<file path="config.mk">
export PLATFORM = sky130hd
export DESIGN_NAME = variable_width_bit_packer
export DESIGN_NICKNAME = d
export VERILOG_FILES = /design/src/vbp_pkg.sv /design/src/vbp_align.sv /design/src/variable_width_bit_packer.sv
export SDC_FILE = /design/constraint.sdc
export NUM_CORES = 1
export LEC_CHECK = 0
export ABC_AREA = 1
export BUFFER_PORTS_ARGS = -buffer_cell sky130_fd_sc_hd__buf_4
export CORE_UTILIZATION = 25
export CTS_CLUSTER_SIZE = 12
export DETAILED_ROUTE_END_ITERATION = 7
export HOLD_SLACK_MARGIN = 0.06
export PLACE_DENSITY = 0.39
export SYNTH_ARGS = -nofsm -noshare
export SYNTH_HDL_FRONTEND = slang
export SYNTH_SLANG_ARGS = --single-unit
</file>
<file path="constraint.sdc">
create_clock -name clock -period 7.5 [get_ports clock]
set_clock_uncertainty 0.15 [all_clocks]
set_input_delay 0 -clock clock [delete_from_list [all_inputs] [get_ports clock]]
set_output_delay 0 -clock clock [all_outputs]
set_load 0.005 [all_outputs]
</file>
<file path="src/vbp_pkg.sv">
// Shared constants and types for the variable-width bit packer.
package vbp_pkg;

   localparam int CODE_W      = 30;
   localparam int WIDTH_W     = 5;
   localparam int MAX_WIDTH   = 30;
   localparam int RESET_WIDTH = 8;
   localparam int BYTE_W      = 8;
   localparam int PEND_W      = BYTE_W - 1;
   localparam int CNT_W       = 3;
   localparam int MAX_BYTES   = 5;
   localparam int STREAM_W    = MAX_BYTES * BYTE_W;
   localparam int PAD_W       = STREAM_W - CODE_W;
   localparam int IDX_W       = $clog2(MAX_BYTES);

   // One request's worth of output bytes, earliest byte in entry 0.
   typedef struct packed {
      logic [MAX_BYTES-1:0][BYTE_W-1:0] bytes;
      logic [IDX_W:0]                   n;
      logic                             last;
   } group_type;

   typedef struct packed {
      group_type          grp;
      logic [PEND_W-1:0]  pend_bits;
      logic [CNT_W-1:0]   pend_cnt;
   } pack_result_type;

endpackage

</file>
<file path="src/vbp_align.sv">
// Combinational packing of one sample code behind the pending leftover bits.
module vbp_align
   import vbp_pkg::*;
(
   input  logic [WIDTH_W-1:0] sample_width,
   input  logic [CODE_W-1:0]  sample_code,
   input  logic               last_sample,
   input  logic [PEND_W-1:0]  pend_bits,
   input  logic [CNT_W-1:0]   pend_cnt,
   output pack_result_type    result
);

   logic [WIDTH_W-1:0]                 width_c;
   logic [CODE_W-1:0]                  code_m;
   logic [STREAM_W-1:0]                code_la;
   logic [STREAM_W-1:0]                stream;
   logic [CNT_W+3-1:0]                 total;
   logic [CNT_W-1:0]                   nfull;
   logic [CNT_W-1:0]                   rem;
   logic [MAX_BYTES-1:0][BYTE_W-1:0]   sb;
   logic [BYTE_W-1:0]                  partial;

   always_comb begin
      width_c = (sample_width > WIDTH_W'(MAX_WIDTH)) ? WIDTH_W'(MAX_WIDTH) : sample_width;
      code_m  = sample_code & ~({CODE_W{1'b1}} << width_c);
      // Left-align the code, then slide it in right after the pending bits.
      code_la = {code_m, {PAD_W{1'b0}}} << (WIDTH_W'(MAX_WIDTH) - width_c);
      stream  = {pend_bits, {(STREAM_W-PEND_W){1'b0}}} | (code_la >> pend_cnt);
      total   = (CNT_W+3)'(pend_cnt) + (CNT_W+3)'(width_c);
      nfull   = total[CNT_W+2:3];
      rem     = total[2:0];
      for (int k = 0; k < MAX_BYTES; k++) begin
         sb[k] = stream[STREAM_W-1-BYTE_W*k -: BYTE_W];
      end
      // Everything past the valid bits is zero, so the byte after the full
      // ones is already the zero-padded partial byte.
      case (nfull)
         3'd0:    partial = sb[0];
         3'd1:    partial = sb[1];
         3'd2:    partial = sb[2];
         3'd3:    partial = sb[3];
         3'd4:    partial = sb[4];
         default: partial = '0;
      endcase

      result.grp.bytes = sb;
      result.grp.last  = last_sample;
      result.grp.n     = (IDX_W+1)'(nfull)
                         + (IDX_W+1)'(last_sample && (partial != '0));
      result.pend_bits = last_sample ? '0 : partial[BYTE_W-1:1];
      result.pend_cnt  = last_sample ? '0 : rem;
   end

endmodule

</file>
<file path="src/variable_width_bit_packer.sv">
// Top level of the variable-width MSB-first bit packer.
//
//   channel   direction  handshake              payload
//   req       in         req_valid/req_stall    req_sample_code, req_last_sample
//   rsp       out        rsp_valid/rsp_stall    rsp_packed_byte, rsp_run_last,
//                                               rsp_stream_end
//   csr       in         csr_valid/csr_ready    csr_sample_width
//
// A request is packed in the cycle it is accepted, and its bytes are registered for output.
// One byte leaves per cycle while rsp_stall is low, so a request yields 0 to 5 bytes (up to
// 4 full bytes plus a final partial byte); the output register sets the sustained rate.
// A one-entry holding register lets the next request in while bytes still drain.
// req_stall rises only while that holding register is full.
// Synchronous reset empties both stages, clears the leftover bits and sets the width to 8.
module variable_width_bit_packer
   import vbp_pkg::*;
(
   input  logic               clock,
   input  logic               reset,
   input  logic               req_valid,
   output logic               req_stall,
   input  logic [CODE_W-1:0]  req_sample_code,
   input  logic               req_last_sample,
   output logic               rsp_valid,
   input  logic               rsp_stall,
   output logic [BYTE_W-1:0]  rsp_packed_byte,
   output logic               rsp_run_last,
   output logic               rsp_stream_end,
   input  logic               csr_valid,
   output logic               csr_ready,
   input  logic [WIDTH_W-1:0] csr_sample_width
);

   logic [WIDTH_W-1:0] width_ff,  width_in;
   logic [PEND_W-1:0]  pend_bits_ff, pend_bits_in;
   logic [CNT_W-1:0]   pend_cnt_ff,  pend_cnt_in;
   logic               a_vld_ff, a_vld_in;
   group_type          a_grp_ff, a_grp_in;
   logic               b_vld_ff, b_vld_in;
   group_type          b_grp_ff, b_grp_in;
   logic [IDX_W-1:0]   b_idx_ff, b_idx_in;

   pack_result_type    pr;
   logic               req_acc;
   logic               rsp_acc;
   logic               b_done;
   logic               b_free;
   logic               new_grp;

   vbp_align u_align (
      .sample_width (width_ff),
      .sample_code  (req_sample_code),
      .last_sample  (req_last_sample),
      .pend_bits    (pend_bits_ff),
      .pend_cnt     (pend_cnt_ff),
      .result       (pr)
   );

   assign csr_ready = 1'b1;
   assign req_stall = a_vld_ff;
   assign req_acc   = req_valid && !req_stall;
   assign rsp_valid = b_vld_ff;
   assign rsp_acc   = b_vld_ff && !rsp_stall;
   assign b_done    = rsp_acc && ((IDX_W+1)'(b_idx_ff) == b_grp_ff.n - 1'b1);
   assign b_free    = !b_vld_ff || b_done;
   assign new_grp   = req_acc && (pr.grp.n != '0);

   assign rsp_packed_byte = b_grp_ff.bytes[b_idx_ff];
   assign rsp_run_last    = ((IDX_W+1)'(b_idx_ff) == b_grp_ff.n - 1'b1);
   assign rsp_stream_end  = rsp_run_last && b_grp_ff.last;

   always_comb begin
      width_in     = (csr_valid && csr_ready) ? csr_sample_width : width_ff;
      pend_bits_in = req_acc ? pr.pend_bits : pend_bits_ff;
      pend_cnt_in  = req_acc ? pr.pend_cnt  : pend_cnt_ff;

      a_vld_in = a_vld_ff;
      a_grp_in = a_grp_ff;
      b_vld_in = b_vld_ff;
      b_grp_in = b_grp_ff;
      b_idx_in = b_idx_ff;

      if (b_free) begin
         // Holding register goes first; otherwise a new group goes straight to output.
         if (a_vld_ff) begin
            b_vld_in = 1'b1;
            b_grp_in = a_grp_ff;
            b_idx_in = '0;
            a_vld_in = 1'b0;
         end else if (new_grp) begin
            b_vld_in = 1'b1;
            b_grp_in = pr.grp;
            b_idx_in = '0;
         end else begin
            b_vld_in = 1'b0;
         end
      end else begin
         if (rsp_acc) begin
            b_idx_in = b_idx_ff + 1'b1;
         end
         if (new_grp) begin
            a_vld_in = 1'b1;
            a_grp_in = pr.grp;
         end
      end
   end

   always_ff @(posedge clock) begin
      if (reset) begin
         width_ff     <= WIDTH_W'(RESET_WIDTH);
         pend_bits_ff <= '0;
         pend_cnt_ff  <= '0;
         a_vld_ff     <= 1'b0;
         b_vld_ff     <= 1'b0;
         b_idx_ff     <= '0;
      end else begin
         width_ff     <= width_in;
         pend_bits_ff <= pend_bits_in;
         pend_cnt_ff  <= pend_cnt_in;
         a_vld_ff     <= a_vld_in;
         b_vld_ff     <= b_vld_in;
         b_idx_ff     <= b_idx_in;
      end
   end

   always_ff @(posedge clock) begin
      a_grp_ff <= a_grp_in;
      b_grp_ff <= b_grp_in;
   end

   // The holding register only fills while the output stage is busy.
   a_hold_implies_busy: assert property (@(posedge clock) disable iff (reset)
      a_vld_ff |-> b_vld_ff)
      else $error("holding register full while output stage empty");

   a_index_in_range: assert property (@(posedge clock) disable iff (reset)
      b_vld_ff |-> ((b_grp_ff.n != '0) && ((IDX_W+1)'(b_idx_ff) < b_grp_ff.n)))
      else $error("output byte index outside its group");

   // Leftover bits are kept left-aligned with zeros below them.
   a_pend_aligned: assert property (@(posedge clock) disable iff (reset)
      ((pend_bits_ff << pend_cnt_ff) == '0))
      else $error("stray bits below the pending leftover bits");

   a_stall_holds_byte: assert property (@(posedge clock) disable iff (reset)
      (rsp_valid && rsp_stall) |=> (rsp_valid && $stable(rsp_packed_byte)))
      else $error("stalled output byte changed");

endmodule
</file>
**Word-level counts from Yosys, hierarchy flattened**

Index checks and enable logic that the tools add are counted.

- Add/subtract/negate cells: 5
- Order comparisons: 2
- Eq/ne operators: 6
- Shifts and indexed selects: 3
- Multiplexer cells: 14
- Bitwise operators: 4
- Reductions and logical operators: 19

Operators by type and width:

| cell | count |
|---|---|
| 2-to-1 mux 45 bit | 2 |
| OR 40 bit | 1 |
| case mux 8 bit (5 select lines) | 1 |
| left shift 40 x 5 -> 40 bit | 1 |
| right shift 40 x 3 -> 40 bit | 1 |
| AND 30 bit | 1 |
| NOT 30 bit | 1 |
| left shift 30 x 5 -> 30 bit, first input constant | 1 |
| binary-select mux 8 bit (select 3 bit) | 1 |
| 2-to-1 mux 3 bit | 5 |
| 2-to-1 mux 8 bit | 1 |
| nonzero test 8 bit | 1 |
| 2-to-1 mux 7 bit | 1 |
| adder 3 x 5 -> 6 bit | 1 |
| == test 3 x 2 -> 1 bit, second input constant | 2 |
| logical AND 1 bit | 6 |
| AND reduction 2 bit | 3 |
| greater-than comparator 5 bit, second input constant | 1 |
| 2-to-1 mux 5 bit | 1 |
| subtractor 5 bit, first input constant | 1 |
| adder 3 x 1 -> 4 bit | 1 |
| == test 3 x 4 -> 1 bit | 1 |
| < comparator 3 x 4 -> 1 bit, second input constant | 1 |
| nonzero test 2 bit | 2 |
| 12 further kinds | 15 |

- Bits in registers: 110
- Bits of input ports: 41
- Output and inout bits: 13
- Word-level logic and storage cells: 73

**Longest topological paths before layout**

Gate-level depths: netlist of the first run.

- Word-level depth: 17
- Gate-level depth with buffers: 40
- Mapped depth without buffers: 37

**By module**

Synthesis of the first run repeated with hierarchy kept, for this count alone.

- Cells, all modules: 1,337
- Area, all modules: 8,674.6 um^2

Modules (own cells, without submodules):

| module | times used | cells each | area each (um^2) | sequential area each (um^2) |
|---|---|---|---|---|
| variable_width_bit_packer | 1 | 446 | 4,568.1 | 3,103.0 |
| vbp_align | 1 | 891 | 4,106.4 | 0.0 |

**Worst setup path before layout of the first run**

OpenSTA, ideal clock, no wires.

- Path kind: reg-to-reg
- Start point: register width_ff[3]
- End point: register b_idx_ff[2]
- Setup time: 0.099 ns
- Data arrival time: 6.616 ns
- Data required time: 7.251 ns
- Path slack: 0.635 ns
- Stages on the path, launching flop included: 36
- Buffers on the path: 5
- Clock period less this slack: 6.865 ns
- Cell sequence: dfxtp_1 -> buf_2 -> nand2_4 -> nor2_2 -> nor2_1 -> buf_6 -> buf_6 -> ha_1 -> inv_1 -> ha_1 -> clkbuf_1 -> inv_1 -> clkbuf_1 -> o21ai_1 -> nand3_1 -> nand2_1 -> nand3_1 -> nand3_1 -> nand3_1 -> nand2_1 -> a21oi_1 -> nand2_1 -> nor2_1 -> nand2_1 -> nor2_1 -> a21oi_1 -> ha_1 -> ha_1 -> nor2_1 -> a31oi_1 -> nor2_1 -> nor2_1 -> o21ai_0 -> o21ai_0 -> inv_1 -> nor4_1

RTL lines:

| element | line | RTL |
|---|---|---|
| start: declaration | variable_width_bit_packer.sv:34 | `logic [WIDTH_W-1:0] width_ff, width_in;` |
| start signal: assignment | variable_width_bit_packer.sv:110 | `width_ff <= WIDTH_W'(RESET_WIDTH);` |
| start signal: assignment | variable_width_bit_packer.sv:117 | `width_ff <= width_in;` |
| end signal: assignment | variable_width_bit_packer.sv:122 | `b_idx_ff <= b_idx_in;` |
| end: declaration | variable_width_bit_packer.sv:41 | `logic [IDX_W-1:0] b_idx_ff, b_idx_in;` |

==> qor.csv, run 1 <==
stage,metric,value,unit
clocking,ctsHoldBuffers,13,
job,cap_violations,0,
run_status,status,finished clean,
final_layout,drive_above_1_share,8.013,%
logic_synthesis,synth_nets,1299,
critical_path,crit_arrival,5850,ps
power_and_ir_drop,vdd_drop_max,110.0,uV
timing,finalSetupTns,0,ps
critical_path,end_kind,flop,
global_routing,antenna_found_initial,0,
timing,whs,244.0,ps
clocking,cts.repair.resized,0,
logic_synthesis,syn_avg_cell_area,6.516,sq um
drt,via_per_inst,4.968,
logic_synthesis,yosys_most_used_dff,edfxtp_1,
timing,timing_hold_violations_final,0,
clocking,clkTransAtPathRegs,80,ps
drt,routedWlPerCell,17.64,um
final_layout,syn2layout_area_growth,14.72,%
global_routing,grt_max_degree,49,
timing,rsz0062_at_grt,no,
clocking,clock-sinks,104,
final_layout,final_cell_mix,"nand2_1, nand3_1, edfxtp_1",
timing,setup_violations,0,
critical_path,crit_fanout,42,
global_routing,grt_pass1_vias,7954,
die,io_pins,54,
clocking,cts_buffer_depth,2,
clocking,numCtsBuffers,9,
power_and_ir_drop,p_leak,4.190,nW
min_path,min_to,a_grp_ff[0],
clocking,htreeDepth,3,
final_layout,antenna_cells,0,
die,die_w,182.2,um
critical_path,startpoint_type,flop,
critical_path,crit_required,7330,ps
global_routing,grt.overflow.total,0,
critical_path,r2r_cells,28,
timing,worst_pin_slew,1087,ps
logic_synthesis,ys_types,37,
place,place.gp.congestion,0.8816,
critical_path,r2r-start,width_ff[3],
clocking,cts_tree,yes,
final_layout,nets,1321,
logic_synthesis,synth_seq_area_share,36.00,%
drt,wirelength,29550,um
logic_synthesis,synthArstFlopShare,0,%
power_and_ir_drop,swShare,37.03,%
drt,route.detailed.drc,0,
power_and_ir_drop,powerDensity,219.6,nW/um^2
timing,relSlewSlack,27.45,%
logic_synthesis,synth_edf_count,84,
place,hpwlAfterDp,22990,um
power_and_ir_drop,pwr-share-comb,36.6,%
clocking,post_cts_buffers,0,
min_path,min_path_type,in -> reg,
timing,max_freq,166.3,MHz
global_routing,grt_usage,18.30,%
logic_synthesis,ys_warn_count,0,
clocking,cts-root-buf,clkbuf_16,
power_and_ir_drop,seq_power_share,38.3,%
timing,min_period,6013,ps
clocking,clock_latency,350,ps
timing,fin_crit_sh,80.18,%
min_path,hp-start,req_last_sample,
critical_path,reg2reg_to,a_grp_ff[13],
timing,drv_slew,0,
final_layout,nFillCells,3559,
critical_path,critPathSlowestCell,dfxtp_1,
logic_synthesis,syn_area,8119,sq um
power_and_ir_drop,power.share.clock,25.1,%
die,start_util,25.60,%
power_and_ir_drop,switching_power,0.0007572,W
drt,dr.pass1.iters,6,
logic_synthesis,ys_ff_latch,104,
critical_path,r2r_slack,1490,ps
place,dp_cells,1646,
drt,dr.first_iter.drc_count,621,
die,coreArea,31720,sq um
final_layout,stdcell_count,1675,
final_layout,layout_commonest_cell,nand2_1,
place,place.port_buffers,52,
die,dieArea,33200,sq um
critical_path,startpoint,width_ff[3],
drt,ant_nets,0,
critical_path,critPathMaxStageDelay,710,ps
global_routing,grt_first_pass_wirelength,46870,um
die,num_rows,65,
critical_path,critPathKind,reg -> reg,
power_and_ir_drop,intPower,0.001288,W
critical_path,cp_common_cell,nand2_1,
drt,vias,8322,
die,die_y,182.2,um
min_path,min_path_cells,2,
logic_synthesis,synthCells,1246,
[per-layer routing]
metal	vias up	routed length [um]	global-route usage, %
met5	-	0	0
met4	0	450	4.067
met3	26	839	1.596
met2	183	13620	29.73
met1	3895	14640	26.20
li1	4218	-	-
[flip-flops by register name, summed over array words and instances, names as in the netlist]
signal	flops
a_grp_ff	42
b_grp_ff	42
b_idx_ff	3
pend_bits_ff	7
pend_cnt_ff	3
req_stall	1
rsp_valid	1
width_ff	5
[through the flow]
step / total power, W / area [sq um] / worst slack (ps) / util, %
final: 0.002045 / 9314 / 1487 / 29.36
after global routing: 0.002188 / 9314 / 839.9 / 29.36
after CTS: 0.002069 / 9314 / 1493 / 29.36
after detailed placement: 0.001543 / 8865 / 1531 / 27.95
after global placement: 0.001549 / 8865 / 1543 / 27.95
after floorplan: 0.001277 / 8119 / 634.7 / -
[cell usage after synthesis (all sizes together), types with 2 or more instances]
cell type	n	area share (%)
nand2	429	20
nand3	303	19
edfxtp	84	31
nor2	81	3.8
inv	79	3.7
o21ai	52	3.4
buf	42	2.7
a21oi	41	2.5
clkbuf	34	1.6
dfxtp	20	4.9
and2	14	1.1
a31oi	13	1.1
nand4	13	1.0
ha	11	1.7
nor3	6	0.37
a221o	5	0.62
clkinv	4	0.18
xor2	4	0.52
xnor2	3	0.32
o21bai	2	0.18
[worst max-delay path, delay by kind of cell (launching register included)]
| family | cells | cell delay (ps) |
|---|---|---|
| buf+inv | 5 | 1310 |
| fa+ha+maj | 4 | 1040 |
| simple gates | 16 | 1910 |
| compound gates | 3 | 490 |
| flops | 1 | 710 |
[power groups by stage]
stage / logic [W] / clock network (W) / registers [W]
after detailed placement: 0.000746 / 0 / 0.000797
after global placement: 0.000753 / 0 / 0.000796
after CTS: 0.000754 / 0.000530 / 0.000784
after global routing: 0.000848 / 0.000546 / 0.000793
final: 0.000749 / 0.000513 / 0.000783
after floorplan: 0.000487 / 0 / 0.000790
[cell families (layout without fill, tap and decap cells)]
kind of cell / count (synthesis) / after routing / share of synthesized area [%]
other: 1 / 1 / 0.04619
AND/OR/NAND/NOR: 847 / 847 / 45.03
adder cells (fa/ha/maj): 12 / 12 / 1.942
AO/OA/AOI/OAI: 116 / 116 / 8.075
buffers and inverters: 159 / 186 / 8.060
XOR/XNOR: 7 / 7 / 0.8478
flip-flops: 104 / 104 / 36.00
[how the worst max path moves through the flow]
stage / endpoint / slack (ps) / cells past startpoint
finish: a_grp_ff[13] / 1490 / 28
CTS: a_grp_ff[27] / 1490 / 27
global route: a_grp_ff[31] / 840 / 28
global placement: a_grp_ff[25] / 1540 / 27
detailed placement: a_grp_ff[29] / 1530 / 27
floorplan: b_idx_ff[2] / 630 / 35
[area by class of cell]
class	instances	area [sq um]	area share (%)
timing repair buffer	87	698.2	7.496
inverter	83	311.5	3.345
clock inverter	6	90.09	0.9672
clock buffer	10	229.0	2.458
sequential	104	2923	31.38
tap	402	503.0	5.400
multi-input combinational	983	4559	48.95
No activity file was read; power rests on OpenSTA's default activity.
==> run 2: changes to the inputs <==
--- a/config.mk
+++ b/config.mk
@@ -11,7 +11,7 @@
 export CTS_CLUSTER_SIZE = 12
 export DETAILED_ROUTE_END_ITERATION = 7
 export HOLD_SLACK_MARGIN = 0.06
-export PLACE_DENSITY = 0.39
+export PLACE_DENSITY = 0.4
 export SYNTH_ARGS = -nofsm -noshare
 export SYNTH_HDL_FRONTEND = slang
 export SYNTH_SLANG_ARGS = --single-unit
==> constraint.sdc (replaced) <==
create_clock -name clock -period 5.34 [get_ports clock]
set_clock_uncertainty 0.15 [all_clocks]
set_input_delay 0 -clock clock [delete_from_list [all_inputs] [get_ports clock]]
set_output_delay 0 -clock clock [all_outputs]
set_load 0.005 [all_outputs]
==> run 2 against run 1 <==
Compared with the run above:
- core utilization increased by 1.5 points
- first-iteration DRC count decreased by 9.8%
- clock-buffer cell count decreased by 1
- fmax increased by 22%
- critical path type unchanged
- critical endpoint is now b_grp_ff[4]
==> qor.csv, run 2 (synthesis results as in run 1) <==
stage,metric,value,unit,change
clocking,clock_latency,350,ps,about the same
die,num_rows,65,,unchanged
clocking,clkTransAtPathRegs,80,ps,about the same
critical_path,startpoint_type,flop,,unchanged
min_path,min_path_cells,4,,was 2
place,place.gp.congestion,0.8502,,was 0.8816
timing,fin_crit_sh,92.65,%,was 80.18%
power_and_ir_drop,vdd_drop_max,157.9,uV,was 110.0 uV
drt,route.detailed.drc,0,,unchanged
clocking,cts_tree,yes,,unchanged
timing,timing_hold_violations_final,0,,unchanged
global_routing,grt_pass1_vias,7865,,"was 7,954"
power_and_ir_drop,p_leak,4.373,nW,was 4.190 nW
timing,worst_pin_slew,749.2,ps,was 1087 ps
critical_path,reg2reg_to,b_grp_ff[4],,was a_grp_ff[13]
die,io_pins,54,,unchanged
critical_path,crit_required,5260,ps,was 7330 ps
final_layout,stdcell_count,1700,,"was 1,675"
clocking,htreeDepth,3,,unchanged
die,die_y,182.2,um,unchanged
place,place.port_buffers,52,,unchanged
global_routing,grt_max_degree,49,,unchanged
final_layout,final_cell_mix,"nand2_1, nand3_1, buf_4",,"was nand2_1, nand3_1, edfxtp_1"
drt,route.met2.wl,13150,um,"was 13,620 um"
critical_path,critPathSlowestCell,dfxtp_2,,was dfxtp_1
critical_path,r2r_cells,31,,was 28
clocking,cts-root-buf,clkbuf_16,,unchanged
critical_path,end_kind,flop,,unchanged
final_layout,layout_commonest_cell,nand2_1,,unchanged
final_layout,drive_above_1_share,13.71,%,was 8.013%
clocking,numCtsBuffers,9,,unchanged
place,hpwlAfterDp,22800,um,"was 22,990 um"
global_routing,grt_first_pass_wirelength,46260,um,"was 46,870 um"
drt,dr_wl_met3,772,um,was 839 um
min_path,hp-start,csr_sample_width[3],,was req_last_sample
timing,max_freq,202.1,MHz,was 166.3 MHz
power_and_ir_drop,powerDensity,298.0,nW/um^2,was 219.6 nW/um^2
timing,relSlewSlack,50.00,%,was 27.45%
die,start_util,25.60,%,unchanged
final_layout,fin_util,30.84,%,was 29.36%
clocking,cts_buffer_depth,2,,unchanged
run_status,status,finished clean,,unchanged
min_path,min_to,width_ff[3],,was a_grp_ff[0]
clocking,clock-sinks,104,,unchanged
critical_path,crit_arrival,4870,ps,was 5850 ps
timing,drv_slew,0,,unchanged
drt,wirelength,29160,um,"was 29,550 um"
place,place_area,9100,sq um,was 8865 sq um
final_layout,final_cell_area,9783,sq um,was 9314 sq um
final_layout,antenna_cells,0,,unchanged
drt,vias,8318,,"was 8,322"
place,dp_cells,1669,,"was 1,646"
die,die_w,182.2,um,unchanged
final_layout,layout.area.seq,2928,sq um,was 2923 sq um
drt,wl_met1,14830,um,"was 14,640 um"
final_layout,multi_input_area,4762,sq um,was 4559 sq um
global_routing,grt_usage,17.89,%,was 18.30%
final_layout,syn2layout_area_growth,20.50,%,was 14.72%
drt,via_per_inst,4.893,,was 4.968
timing,min_period,4948,ps,was 6013 ps
die,dieArea,33200,sq um,unchanged
drt,dr.pass1.iters,5,,was 6
global_routing,antenna_found_initial,0,,unchanged
timing,setup_violations,0,,unchanged
critical_path,cp_common_cell,nand2_1,,unchanged
critical_path,r2r_slack,390,ps,was 1490 ps
final_layout,nets,1346,,"was 1,321"
final_layout,nFillCells,3569,,"was 3,559"
critical_path,critPathKind,reg -> reg,,unchanged
critical_path,crit_fanout,4,,was 42
drt,ant_nets,0,,unchanged
final_layout,reg.largest.list,"a_grp_ff: 42 flops, b_grp_ff: 42 flops, pend_bits_ff: 7 flops",,unchanged
drt,dr.first_iter.drc_count,560,,was 621
min_path,min_path_type,in -> reg,,unchanged
drt,dr.max_layer_used,met4,,unchanged
critical_path,critPathMaxStageDelay,350,ps,was 710 ps
drt,routedWlPerCell,17.16,um,was 17.64 um
job,cap_violations,0,,unchanged
critical_path,r2r-start,width_ff[2],,was width_ff[3]
die,coreArea,31720,sq um,unchanged
global_routing,grt.overflow.total,0,,unchanged
-- run 2: repair_timing --
action                                  in CTS  in global routing
hold endpoints to repair                    22                  0
setup buffers                                0                  1
endpoints found under the setup margin       0                 89
gates resized for setup                      0                 53
hold buffers                                13                  0
-- run 2: layout make-up --
cell class	count	share of cell area, %
inverters	83	3.185
flip-flops and latches	104	29.93
clock inverters	7	0.8185
multi-input cells	983	48.68
well taps	402	5.141
clock buffers	9	2.302
repair buffers	112	9.950
-- run 2: power by group --
group | internal, W | leakage (nW) | switching (W)
registers | 0.00106 | 0.960 | 0.0000481
logic | 0.000395 | 3.27 | 0.000729
clock network | 0.000370 | 0.141 | 0.000317
total | 0.00182 | 4.37 | 0.00110
-- run 2: how the worst max path moves through the flow --
stage / from / endpoint
finish: width_ff[2] / b_grp_ff[4]
global route: width_ff[2] / b_idx_ff[2]
CTS: width_ff[2] / b_grp_ff[19]
detailed placement: width_ff[1] / b_grp_ff[13]
global placement: width_ff[2] / b_grp_ff[42]
floorplan: width_ff[3] / b_idx_ff[2]
-- run 2: routing by layer --
metal | vias up | global-route usage, %
met1 | 3849 | 26.63
li1 | 4271 | -
met3 | 19 | 1.277
met4 | 0 | 4.034
met2 | 179 | 28.02
met5 | - | 0
-- run 2: critical path, delay by kind of cell (launching register included) --
kind | cells | cell delay (ps)
adder cells (fa/ha/maj) | 4 | 1010
buffers and inverters | 2 | 270
AND/OR/NAND/NOR | 22 | 2420
flip-flops | 1 | 350
AO/OA/AOI/OAI | 3 | 470
-- run 2: per-stage QoR --
step           power [W]  setup slack [ps]  setup TNS [ps]  hold slack, ps
3_3_place_gp    0.002204             162.1               0           76.34
4_1_cts         0.002891             146.6               0           229.6
2_1_floorplan   0.001795            -102.8          -102.8          -51.13
6_report        0.002916             392.2               0           240.9
3_5_place_dp    0.002197             181.0               0           81.98
5_1_grt         0.003111            -1.507          -1.507           272.0
